--- config.mk ---
export PLATFORM = sky130hd
export DESIGN_NAME = bma_stats
export DESIGN_NICKNAME = d
export VERILOG_FILES = /design/src/rtl/core/bma_pkg.sv /design/src/rtl/core/bma_alu.sv /design/src/rtl/core/bma_stats.sv
export SDC_FILE = /design/constraint.sdc
export NUM_CORES = 2
export LEC_CHECK = 0
export BUFFER_PORTS_ARGS = -buffer_cell sky130_fd_sc_hd__buf_2
export CORE_MARGIN = 5
export CORE_UTILIZATION = 47
export DETAILED_ROUTE_END_ITERATION = 8
export GPL_TIMING_DRIVEN = 0
export REMOVE_ABC_BUFFERS = 1
export SLEW_MARGIN = 20
export SYNTH_ARGS = -nofsm -noshare
export SYNTH_HDL_FRONTEND = slang
export SYNTH_SLANG_ARGS = --single-unit
--- constraint.sdc ---
create_clock -name clk -period 18.75 [get_ports clk]
set_input_delay 3.75 -clock clk [delete_from_list [all_inputs] [get_ports clk]]
set_output_delay 3.75 -clock clk [all_outputs]
set_load 0.005 [all_outputs]
--- src/rtl/core/bma_pkg.sv ---
package bma_pkg;

  localparam int NUM_BINS_DEF = 32;

  localparam logic [19:0] COUNT_MAX     = 20'hFFFFF;
  localparam logic [15:0] KEY_LOW_RST   = 16'h0000;
  localparam logic [15:0] KEY_HIGH_RST  = 16'hFFFF;
  localparam logic [15:0] BIN_WIDTH_RST = 16'd2048;

  // iterative unit
  localparam int ALU_A_W    = 88;
  localparam int ALU_CNT_W  = 7;
  localparam int MUL_STEPS  = 64;
  localparam int DIV_STEPS  = 88;
  localparam int SQRT_STEPS = 32;

  localparam logic [87:0] SIX_2P24 = 88'd100663296;   // 6 * 2^24
  localparam logic [39:0] VAR_MAX  = 40'hFF_FFFF_FFFF;

  typedef enum logic [1:0] {
    OP_ACC   = 2'd0,
    OP_READ  = 2'd1,
    OP_CLEAR = 2'd2,
    OP_NONE  = 2'd3
  } op_t;

  typedef enum logic [1:0] {
    CFG_KEY_LOW   = 2'd0,
    CFG_KEY_HIGH  = 2'd1,
    CFG_BIN_WIDTH = 2'd2
  } cfg_idx_t;

  typedef enum logic [1:0] {
    ALU_MUL,
    ALU_DIV,
    ALU_SQRT
  } alu_op_t;

  typedef enum logic [2:0] {
    T_IDLE,
    T_DIV,
    T_MOD,
    T_RDATA,
    T_STATS,
    T_PUSH
  } top_state_t;

  typedef enum logic [4:0] {
    SS_IDLE,
    SS_GO,
    SS_MEAN,
    SS_NQ,
    SS_SQ,
    SS_DEN,
    SS_VAR,
    SS_SIG,
    SS_VN,
    SS_ME,
    SS_SE6,
    SS_SE,
    SS_M12,
    SS_C64,
    SS_P,
    SS_M2,
    SS_M3,
    SS_S12,
    SS_S2,
    SS_S3,
    SS_SK
  } stats_state_t;

  typedef struct packed {
    logic [19:0]        cnt;
    logic signed [31:0] sum;
    logic [41:0]        sq;
    logic signed [53:0] cube;
  } bin_entry_t;

  typedef struct packed {
    logic signed [11:0] mean;
    logic [11:0]        sigma;
    logic [11:0]        mean_error;
    logic signed [15:0] skewness;
    logic [12:0]        skew_error;
  } stats_res_t;

endpackage

--- src/rtl/core/bma_alu.sv ---
module bma_alu (
  input  logic                              clk,
  input  logic                              rst_n,
  input  logic                              start,
  input  bma_pkg::alu_op_t                  op,
  input  logic [bma_pkg::ALU_A_W-1:0]       a,
  input  logic [63:0]                       b,
  output logic                              done,
  output logic [63:0]                       res,
  output logic [63:0]                       rem
);

  logic                                busy_r, busy_nxt;
  logic                                done_r, done_nxt;
  bma_pkg::alu_op_t                    op_r, op_nxt;
  logic [bma_pkg::ALU_CNT_W-1:0]       cnt_r, cnt_nxt;
  logic [63:0]                         acc_r, acc_nxt;
  logic [bma_pkg::ALU_A_W-1:0]         x_r, x_nxt;
  logic [63:0]                         y_r, y_nxt;

  logic [64:0] rsh;
  logic [64:0] rdiff;
  logic [63:0] rb;

  always_comb begin
    busy_nxt = busy_r;
    done_nxt = 1'b0;
    op_nxt   = op_r;
    cnt_nxt  = cnt_r;
    acc_nxt  = acc_r;
    x_nxt    = x_r;
    y_nxt    = y_r;
    rsh      = {acc_r, x_r[bma_pkg::ALU_A_W-1]};
    rdiff    = rsh - {1'b0, y_r};
    rb       = acc_r + y_r;
    if (start) begin
      busy_nxt = 1'b1;
      op_nxt   = op;
      acc_nxt  = '0;
      x_nxt    = a;
      y_nxt    = b;
      case (op)
        bma_pkg::ALU_MUL:  cnt_nxt = bma_pkg::ALU_CNT_W'(bma_pkg::MUL_STEPS - 1);
        bma_pkg::ALU_DIV:  cnt_nxt = bma_pkg::ALU_CNT_W'(bma_pkg::DIV_STEPS - 1);
        bma_pkg::ALU_SQRT: begin
          cnt_nxt = bma_pkg::ALU_CNT_W'(bma_pkg::SQRT_STEPS - 1);
          y_nxt   = 64'h4000_0000_0000_0000;
        end
        default:           cnt_nxt = '0;
      endcase
    end else if (busy_r) begin
      case (op_r)
        bma_pkg::ALU_MUL: begin
          acc_nxt = acc_r + (y_r[0] ? x_r[63:0] : 64'd0);
          x_nxt   = x_r << 1;
          y_nxt   = y_r >> 1;
        end
        bma_pkg::ALU_DIV: begin
          // restoring, one quotient bit a step
          if (!rdiff[64]) begin
            acc_nxt = rdiff[63:0];
          end else begin
            acc_nxt = rsh[63:0];
          end
          x_nxt = {x_r[bma_pkg::ALU_A_W-2:0], ~rdiff[64]};
        end
        bma_pkg::ALU_SQRT: begin
          if (x_r[63:0] >= rb) begin
            x_nxt   = {x_r[bma_pkg::ALU_A_W-1:64], x_r[63:0] - rb};
            acc_nxt = (acc_r >> 1) + y_r;
          end else begin
            acc_nxt = acc_r >> 1;
          end
          y_nxt = y_r >> 2;
        end
        default: acc_nxt = acc_r;
      endcase
      cnt_nxt = cnt_r - 1'b1;
      if (cnt_r == '0) begin
        busy_nxt = 1'b0;
        done_nxt = 1'b1;
      end
    end
  end

  always_ff @(posedge clk) begin
    if (!rst_n) begin
      busy_r <= 1'b0;
      done_r <= 1'b0;
    end else begin
      busy_r <= busy_nxt;
      done_r <= done_nxt;
    end
  end

  always_ff @(posedge clk) begin
    op_r  <= op_nxt;
    cnt_r <= cnt_nxt;
    acc_r <= acc_nxt;
    x_r   <= x_nxt;
    y_r   <= y_nxt;
  end

  assign done = done_r;
  assign res  = (op_r == bma_pkg::ALU_DIV) ? x_r[63:0] : acc_r;
  assign rem  = (op_r == bma_pkg::ALU_SQRT) ? x_r[63:0] : acc_r;

endmodule

--- src/rtl/core/bma_stats.sv ---
module bma_stats (
  input  logic                clk,
  input  logic                rst_n,
  input  logic                start,
  input  bma_pkg::bin_entry_t ent,
  output logic                done,
  output bma_pkg::stats_res_t res
);

  bma_pkg::stats_state_t state_r, state_nxt;
  logic                  done_r, done_nxt;

  logic [19:0] n_r, n_nxt;
  logic [31:0] sa_r, sa_nxt;
  logic        sneg_r, sneg_nxt;
  logic [41:0] qs_r, qs_nxt;
  logic [53:0] ca_r, ca_nxt;
  logic        cneg_r, cneg_nxt;
  logic [63:0] tmp_r, tmp_nxt;
  logic [39:0] v_r, v_nxt;
  logic [17:0] m12_r, m12_nxt;
  logic [63:0] t_r, t_nxt;
  logic [26:0] s12_r, s12_nxt;
  bma_pkg::stats_res_t out_r, out_nxt;

  logic                          alu_start;
  bma_pkg::alu_op_t              alu_op;
  logic [bma_pkg::ALU_A_W-1:0]   alu_a;
  logic [63:0]                   alu_b;
  logic                          alu_done;
  logic [63:0]                   r;
  logic [63:0]                   rm;

  logic [63:0] rnd;
  logic [39:0] vs;
  logic [63:0] p3;
  logic [63:0] r3;
  logic [63:0] tm;

  bma_alu u_alu (
    .clk   (clk),
    .rst_n (rst_n),
    .start (alu_start),
    .op    (alu_op),
    .a     (alu_a),
    .b     (alu_b),
    .done  (alu_done),
    .res   (r),
    .rem   (rm)
  );

  always_comb begin
    state_nxt = state_r;
    done_nxt  = 1'b0;
    n_nxt     = n_r;
    sa_nxt    = sa_r;
    sneg_nxt  = sneg_r;
    qs_nxt    = qs_r;
    ca_nxt    = ca_r;
    cneg_nxt  = cneg_r;
    tmp_nxt   = tmp_r;
    v_nxt     = v_r;
    m12_nxt   = m12_r;
    t_nxt     = t_r;
    s12_nxt   = s12_r;
    out_nxt   = out_r;
    alu_start = 1'b0;
    alu_op    = bma_pkg::ALU_MUL;
    alu_a     = '0;
    alu_b     = '0;
    // rounded square root: bump when remainder exceeds root
    rnd = r + 64'(rm > r);
    vs  = (|r[63:40]) ? bma_pkg::VAR_MAX : r[39:0];
    p3  = r + (r << 1);
    r3  = (r + 64'd2048) >> 12;
    tm  = t_r[63] ? (64'd0 - t_r) : t_r;

    case (state_r)
      bma_pkg::SS_IDLE: begin
        if (start) begin
          n_nxt     = ent.cnt;
          sneg_nxt  = ent.sum[31];
          sa_nxt    = ent.sum[31] ? (32'd0 - ent.sum) : ent.sum;
          qs_nxt    = ent.sq;
          cneg_nxt  = ent.cube[53];
          ca_nxt    = ent.cube[53] ? (54'd0 - ent.cube) : ent.cube;
          state_nxt = bma_pkg::SS_GO;
        end
      end
      bma_pkg::SS_GO: begin
        alu_start = 1'b1;
        alu_op    = bma_pkg::ALU_DIV;
        alu_a     = bma_pkg::ALU_A_W'({sa_r, 1'b0}) + bma_pkg::ALU_A_W'(n_r);
        alu_b     = 64'({n_r, 1'b0});
        state_nxt = bma_pkg::SS_MEAN;
      end
      default: begin
        if (alu_done) begin
          alu_start = 1'b1;
          case (state_r)
            bma_pkg::SS_MEAN: begin
              out_nxt.mean = sneg_r ? 12'(64'd0 - r) : r[11:0];
              alu_op    = bma_pkg::ALU_MUL;
              alu_a     = bma_pkg::ALU_A_W'(qs_r);
              alu_b     = 64'(n_r);
              state_nxt = bma_pkg::SS_NQ;
            end
            bma_pkg::SS_NQ: begin
              tmp_nxt   = r;
              alu_op    = bma_pkg::ALU_MUL;
              alu_a     = bma_pkg::ALU_A_W'(sa_r);
              alu_b     = 64'(sa_r);
              state_nxt = bma_pkg::SS_SQ;
            end
            bma_pkg::SS_SQ: begin
              // negative variance numerator clamps to zero
              tmp_nxt   = (tmp_r >= r) ? (tmp_r - r) : 64'd0;
              alu_op    = bma_pkg::ALU_MUL;
              alu_a     = bma_pkg::ALU_A_W'(n_r);
              alu_b     = 64'(n_r - 20'd1);
              state_nxt = bma_pkg::SS_DEN;
            end
            bma_pkg::SS_DEN: begin
              alu_op    = bma_pkg::ALU_DIV;
              alu_a     = bma_pkg::ALU_A_W'(tmp_r);
              alu_b     = r;
              state_nxt = bma_pkg::SS_VAR;
            end
            bma_pkg::SS_VAR: begin
              v_nxt     = vs;
              alu_op    = bma_pkg::ALU_SQRT;
              alu_a     = bma_pkg::ALU_A_W'(vs);
              state_nxt = bma_pkg::SS_SIG;
            end
            bma_pkg::SS_SIG: begin
              out_nxt.sigma = (|rnd[63:12]) ? 12'hFFF : rnd[11:0];
              alu_op    = bma_pkg::ALU_DIV;
              alu_a     = bma_pkg::ALU_A_W'(v_r);
              alu_b     = 64'(n_r);
              state_nxt = bma_pkg::SS_VN;
            end
            bma_pkg::SS_VN: begin
              alu_op    = bma_pkg::ALU_SQRT;
              alu_a     = bma_pkg::ALU_A_W'(r);
              state_nxt = bma_pkg::SS_ME;
            end
            bma_pkg::SS_ME: begin
              out_nxt.mean_error = (|rnd[63:12]) ? 12'hFFF : rnd[11:0];
              alu_op    = bma_pkg::ALU_DIV;
              alu_a     = bma_pkg::SIX_2P24;
              alu_b     = 64'(n_r);
              state_nxt = bma_pkg::SS_SE6;
            end
            bma_pkg::SS_SE6: begin
              alu_op    = bma_pkg::ALU_SQRT;
              alu_a     = bma_pkg::ALU_A_W'(r);
              state_nxt = bma_pkg::SS_SE;
            end
            bma_pkg::SS_SE: begin
              out_nxt.skew_error = rnd[12:0];
              alu_op    = bma_pkg::ALU_DIV;
              alu_a     = bma_pkg::ALU_A_W'({sa_r, 7'd0}) + bma_pkg::ALU_A_W'(n_r);
              alu_b     = 64'({n_r, 1'b0});
              state_nxt = bma_pkg::SS_M12;
            end
            bma_pkg::SS_M12: begin
              m12_nxt   = r[17:0];
              alu_op    = bma_pkg::ALU_DIV;
              alu_a     = bma_pkg::ALU_A_W'({ca_r, 7'd0}) + bma_pkg::ALU_A_W'(n_r);
              alu_b     = 64'({n_r, 1'b0});
              state_nxt = bma_pkg::SS_C64;
            end
            bma_pkg::SS_C64: begin
              t_nxt     = cneg_r ? (64'd0 - r) : r;
              alu_op    = bma_pkg::ALU_MUL;
              alu_a     = bma_pkg::ALU_A_W'(m12_r);
              alu_b     = 64'(v_r);
              state_nxt = bma_pkg::SS_P;
            end
            bma_pkg::SS_P: begin
              // t -= 3*m12*v, m12 carries the sign of the sum
              t_nxt     = sneg_r ? (t_r + p3) : (t_r - p3);
              alu_op    = bma_pkg::ALU_MUL;
              alu_a     = bma_pkg::ALU_A_W'(m12_r);
              alu_b     = 64'(m12_r);
              state_nxt = bma_pkg::SS_M2;
            end
            bma_pkg::SS_M2: begin
              alu_op    = bma_pkg::ALU_MUL;
              alu_a     = bma_pkg::ALU_A_W'(r);
              alu_b     = 64'(m12_r);
              state_nxt = bma_pkg::SS_M3;
            end
            bma_pkg::SS_M3: begin
              t_nxt     = sneg_r ? (t_r + r3) : (t_r - r3);
              alu_op    = bma_pkg::ALU_SQRT;
              alu_a     = bma_pkg::ALU_A_W'({v_r, 12'd0});
              state_nxt = bma_pkg::SS_S12;
            end
            bma_pkg::SS_S12: begin
              s12_nxt   = r[26:0];
              alu_op    = bma_pkg::ALU_MUL;
              alu_a     = bma_pkg::ALU_A_W'(r[26:0]);
              alu_b     = 64'(r[26:0]);
              state_nxt = bma_pkg::SS_S2;
            end
            bma_pkg::SS_S2: begin
              alu_op    = bma_pkg::ALU_MUL;
              alu_a     = bma_pkg::ALU_A_W'(r);
              alu_b     = 64'(s12_r);
              state_nxt = bma_pkg::SS_S3;
            end
            bma_pkg::SS_S3: begin
              if (s12_r == '0) begin
                alu_start        = 1'b0;
                out_nxt.skewness = '0;
                done_nxt         = 1'b1;
                state_nxt        = bma_pkg::SS_IDLE;
              end else if (tm >= r) begin
                alu_start        = 1'b0;
                out_nxt.skewness = t_r[63] ? 16'sh8000 : 16'sh7FFF;
                done_nxt         = 1'b1;
                state_nxt        = bma_pkg::SS_IDLE;
              end else begin
                alu_op    = bma_pkg::ALU_DIV;
                alu_a     = {tm, 24'd0};
                alu_b     = r;
                state_nxt = bma_pkg::SS_SK;
              end
            end
            bma_pkg::SS_SK: begin
              alu_start = 1'b0;
              if (t_r[63]) begin
                out_nxt.skewness = (r > 64'd32768) ? 16'sh8000 : 16'(64'd0 - r);
              end else begin
                out_nxt.skewness = (r > 64'd32767) ? 16'sh7FFF : r[15:0];
              end
              done_nxt  = 1'b1;
              state_nxt = bma_pkg::SS_IDLE;
            end
            default: begin
              alu_start = 1'b0;
              state_nxt = bma_pkg::SS_IDLE;
            end
          endcase
        end
      end
    endcase
  end

  always_ff @(posedge clk) begin
    if (!rst_n) begin
      state_r <= bma_pkg::SS_IDLE;
      done_r  <= 1'b0;
    end else begin
      state_r <= state_nxt;
      done_r  <= done_nxt;
    end
  end

  always_ff @(posedge clk) begin
    n_r    <= n_nxt;
    sa_r   <= sa_nxt;
    sneg_r <= sneg_nxt;
    qs_r   <= qs_nxt;
    ca_r   <= ca_nxt;
    cneg_r <= cneg_nxt;
    tmp_r  <= tmp_nxt;
    v_r    <= v_nxt;
    m12_r  <= m12_nxt;
    t_r    <= t_nxt;
    s12_r  <= s12_nxt;
    out_r  <= out_nxt;
  end

  assign done = done_r;
  assign res  = out_r;

endmodule

### Yosys cells after proc, flatten, opt, wreduce, memory -nomap -nowiden

Index checks and enable logic that the tools add are counted.

| operators by class | value |
|---|---|
| $add $sub $neg | 22 |
| $lt $le $gt $ge | 6 |
| equal/unequal tests | 28 |
| mux-type cells | 69 |
| bitwise operators | 5 |
| reductions and logical operators | 43 |

Operator list:

| cell | count |
|---|---|
| $pmux 88 s14 | 1 |
| $mux 64 | 17 |
| $pmux 64 s10 | 1 |
| $mux 88 | 5 |
| $pmux 64 s2 | 3 |
| $pmux 64 s3 | 2 |
| $pmux 88 s3 | 1 |
| $add 64x64->64 | 4 |
| $ge 64x64->1 | 3 |
| $sub 64x64->64 | 3 |
| $pmux 88 s2 | 1 |
| $sub 1x64->64 const A | 2 |
| $mux 16 | 6 |
| $pmux 5 s18 | 1 |
| $sub 65x64->65 | 1 |
| $add 63x64->64 | 1 |
| $add 64x1->64 | 1 |
| $add 64x12->64 const B | 1 |
| $add 64x52->64 | 1 |
| $gt 64x15->1 const B | 1 |
| $gt 64x16->1 const B | 1 |
| $gt 64x64->1 | 1 |
| $sub 64x52->64 | 1 |
| $add 61x20->62 | 1 |
| 48 further kinds | 113 |

| storage, ports and cells | value |
|---|---|
| bits in registers | 661 |
| output and inout bits | 66 |
| logic and storage cells | 201 |

### Depth between registers and ports, before layout

| depth | value |
|---|---|
| depth in word-level cells | 11 |
| depth in mapped cells | 50 |
| depth with buffers taken out | 38 |

### Modules after synthesis

Synthesis repeated with hierarchy kept, for this count alone.

| second synthesis, totals | value |
|---|---|
| cells, all modules | 10207 |
| area, all modules | 81090.3 sq um |

Modules (own cells, without submodules):

| module | times used | cells each | area an instance (sq um) | sequential area each (sq um) |
|---|---|---|---|---|
| bma_stats | 1 | 5934 | 48584.1 | 12972.4 |
| bma_alu | 1 | 4273 | 32506.2 | 6155.9 |

### Least setup slack after synthesis

No wires, ideal clock.

| timing path | value |
|---|---|
| path kind | input port to flip-flop |
| start point | in start |
| end point | reg state_r[1] |
| arrival time | 11.358 ns |
| required time | 18.674 ns |
| path slack | 7.316 ns |
| stages | 5 |
| cell sequence | nand2_1 nor2_1 nor2_1 or3_1 a21boi_0 |

| between the ends | value |
|---|---|
| word-level cells in the longest chain between the ends | 2 |

RTL lines:

| element | line | source |
|---|---|---|
| start: declaration | bma_stats.sv:4 | `input logic start,` |
| $ne 2x2->1 (no line) | - |  |
| $reduce_and 2->1 (no line) | - |  |
| end signal: assignment | bma_stats.sv:253 | `state_r <= bma_pkg::SS_IDLE;` |
| end signal: assignment | bma_stats.sv:256 | `state_r <= state_nxt;` |
| end: declaration | bma_stats.sv:10 | `bma_pkg::stats_state_t state_r, state_nxt;` |

Every way passes these cells.
A chain may end at the register's enable or synchronous reset.

### Final worst setup path

| timing path | value |
|---|---|
| start point | reg u_alu.op_r[1] |
| end point | reg out_r, in the netlist res[36], data pin |

| between the ends | value |
|---|---|
| word-level cells in the longest chain between the ends | 6 |
| elaborated cells between the ends (all ways) | 8 |
| classes of those cells | add/sub: 1; order compare: 1; eq/ne: 2; mux: 3; reduce/logical: 1 |

RTL lines:

| element | line | source |
|---|---|---|
| start: declaration | bma_alu.sv:15 | `bma_pkg::alu_op_t op_r, op_nxt;` |
| start signal: assignment | bma_alu.sv:97 | `op_r <= op_nxt;` |
| $eq 2x2->1 or $eq 2x1->1 (tied branches) | bma_alu.sv:106, bma_alu.sv:105 |  |
| $mux 64, on equally long branches | bma_alu.sv:106, bma_alu.sv:105 |  |
| $gt 64x64->1 | bma_stats.sv:72 | `rnd = r + 64'(rm > r);` |
| $add 64x1->64 (*) | bma_stats.sv:72 |  |
| $reduce_or 52->1 | bma_stats.sv:148 | `out_nxt.mean_error = (\|rnd[63:12]) ? 12'hFFF : rnd[11:0];` |
| $mux 12 (*) | bma_stats.sv:148 |  |
| end signal: assignment | bma_stats.sv:273 | `out_r <= out_nxt;` |
| end: declaration | bma_stats.sv:24 | `bma_pkg::stats_res_t out_r, out_nxt;` |

Every way passes the cells marked *; elsewhere a longest branch is shown, timed or not.

==> results.cfg <==
[status]
status = finished with violations
violations = design-rule violations

[floorplanning]
row_count = 149
die_y_um = 418.3
die_w_um = 418.3
ios = 217
fp.coreArea_um2 = 165400
initial_utilization_pct = 47.38
die_area_um2 = 175000

[clocking]
h-tree-depth = 3
cts_buffer_depth = 3
cts_sinks = 661
clk_pin_slew_ns = 0.06
cts_tree = yes
worst_skew_pair.late_latency_ns = 0.73
cts-buffers-inserted = 85
postCtsSetupBuffers = 0
cts_resized = 0
cts_root_buf = clkbuf_16
postCtsHoldBufs = 0

[timing]
fin_skew_ns = 0.04676
setup_viol = 0
grt_setup_unrepaired = no
fin_ws_ns = 5.919
fmaxAchievable_mhz = 77.94
finalHoldWorstSlack_ns = 0.5344
slew_viol_final = 0
worstMarginPinSlew_ns = 1.389
hold_viol = 0
setup_tns_ns = 0
finalCriticalPeriod_ns = 12.83
max_slew_margin_pct = 6.514
period_share_pct = 68.43

[worst_setup_path]
crit_path_top_delay_cell = clkinv_1
worstRegToRegCells = 32
rr_endpoint = res[36]
endpoint_kind = register
required_ns = 19.19
cp_common_cell = nor3_1
critPathMaxStageDelay_ns = 1.02
cp_max_fo = 38
rrSetupSlack_ns = 5.92
cp.arrival_ns = 13.27
r2r_start = u_alu.op_r[1]
crit_type = reg2reg
start_kind = register

[yosys]
synth-edff-count = 589
ys_ff_latch = 661
synthCells = 9635
synth_async_sr_flop_share_pct = 0
yosysWarnings = 0
post_synth.cell_area_avg_um2 = 8.131
syn_area_um2 = 78350
ys_types = 103
seq_area_frac_synth_pct = 24.42
synth-main-ff-cell = edfxtp_1

[min_path]
hold_class = reg2reg
whs_endpoint = u_alu.x_r[74]
worstHoldStart = u_alu.x_r[73]
whs_path_depth = 1

[global_route]
grt_max_degree = 73
use_met2_pct = 56.05
grt_pass1_wl_um = 499200
antenna_found_initial = 19
grtUsageMet1_pct = 50.70
grt_pass1_vias = 74410
globalRouteMet3Util_pct = 8.735
overflow = 0
grt_use_total_pct = 37.95
grt_busiest_layer = met2

[power_and_ir_drop]
power.density_nw_per_um2 = 163.8
ir_worst_vdd_uv = 99.06
power_mw = 14.15
p_leak_nw = 34.10

[placement]
routabilityCongestion = 1.047
pre_cts_ws_ns = 6.496
dp_cells = 11670
portBuffers = 216
hpwl_um = 279500

[detailed_routing]
avgRoutedWirePerCell_um = 29.47
vias = 80330
vias_per_cell = 6.788
drc = 20
routed_wl_um = 348800
dr.pass1.iters = 9
first_iter_violations = 10650
antenna_left = 0

[run]
cap_violations = 0

[cells_and_area]
areaGrowthSynthToFinish_pct = 10.27
drive_gt1_share_pct = 8.385
fin_cells = 11830
final_nets = 10440
final_common_cell = a21oi_1
layout_common_cells = 869 x a21oi_1, 822 x nand2_1, 714 x ha_1
==> how the worst max path moves through the flow <==
| stage | start | to | cells past startpoint |
|---|---|---|---|
| global placement | u_alu.op_r[0] | u_alu.x_r[0] | 17 |
| CTS | u_alu.op_r[1] | res[36] | 32 |
| finish | u_alu.op_r[1] | res[36] | 32 |
| floorplan | u_alu.y_r[0] | u_alu.x_r[0] | 26 |
| global route | u_alu.op_r[1] | res[48] | 40 |
| detailed placement | u_alu.op_r[1] | res[36] | 32 |
==> cell type report <==
| class | instances | area, µm² |
|---|---|---|
| clock buffer | 105 | 2306 |
| fill | 15650 | 78970 |
| sequential | 661 | 19130 |
| inverter | 319 | 1209 |
| timing repair buffer | 377 | 3632 |
| tap | 2189 | 2739 |
| antenna | 8 | 20.02 |
| multi-input combinational | 8120 | 56630 |
| clock inverter | 54 | 726.9 |
==> stage by stage <==
stage	cell area [µm²]	util [%]
detailed placement	83330	50.39
floorplan	76250	-
CTS	86360	52.23
finish	86390	52.24
global placement	80070	48.42
global route	86370	52.23
==> sequential cells by signal, summed over array words and instances (netlist names), 32 cells and up <==
register	count
ca_r	54
qs_r	42
res	65
sa_r	32
t_r	64
tmp_r	64
u_alu.acc_r	64
u_alu.x_r	88
u_alu.y_r	64
v_r	40
==> Yosys cell counts, types with 28 or more instances <==
master	number	area (µm²)
a211oi_1	64	480.5
a21boi_0	31	232.7
a21o_1	404	3033
a21oi_1	872	4364
a221o_1	37	370.4
a221oi_1	83	727.0
a222oi_1	61	610.6
a22o_1	34	297.8
a22oi_1	133	998.5
a31oi_1	113	706.9
and2_1	120	750.7
and3_1	112	700.7
and4_1	28	245.2
buf_1	61	229.0
clkbuf_1	442	1659
dfxtp_1	72	1441
edfxtp_1	589	17690
ha_1	717	8971
inv_1	303	1137
mux2_2	94	1059
mux2i_1	150	1501
nand2_1	829	3112
nand2b_1	144	900.9
nand3_1	269	1346
nand4_1	157	982.2
nor2_1	555	2083
nor2b_1	134	838.3
nor3_1	211	1056
nor4_1	78	488.0
o211ai_1	56	420.4
o21a_1	62	465.5
o21ai_0	696	3483
o21bai_1	113	848.3
o221ai_1	53	464.2
o22ai_1	144	900.9
o31ai_1	104	780.8
o41ai_1	33	289.0
or2_2	40	250.2
or3_1	87	544.3
xnor2_1	665	5824
xor2_1	273	2391
==> layer usage <==
layer  share of wire, %  routed length (µm)  up-vias
li1                   -                   -    36220
met1                 40              140700    38710
met2                 41              143700     4540
met3                 11               39530      847
met4                7.1               24730       14
met5              0.032                 110        -
==> critical path, delay by kind of cell, from the launching register on <==
kind                     cells  cell delay [ns]
flip-flops                   1             0.45
AO/OA/AOI/OAI                7             2.93
buffers and inverters        6             2.16
AND/OR/NAND/NOR             15             4.85
multiplexers                 1             0.51
adder cells (fa/ha/maj)      3             1.52
==> power breakdown <==
group | internal [mW] | total (mW) | leakage [nW] | switching [mW]
logic | 3.90 | 9.94 | 26.8 | 6.04
registers | 1.87 | 2.39 | 5.87 | 0.527
clock network | 1.06 | 1.82 | 1.48 | 0.757
==> cell families (layout without fill, tap and decap cells) <==
logic type               count (synthesis)  count (layout)  synth area share [%]
adder cells (fa/ha/maj)                741             741                 11.90
buffers and inverters                  854             855                 4.199
multiplexers                           246             246                 3.304
AO/OA/AOI/OAI                         3324            3324                 27.55
other                                    0               8                     0
flip-flops                             661             661                 24.42
AND/OR/NAND/NOR                       2870            2870                 18.13
XOR/XNOR                               939             939                 10.51
Power figures use the tool's default switching activity.
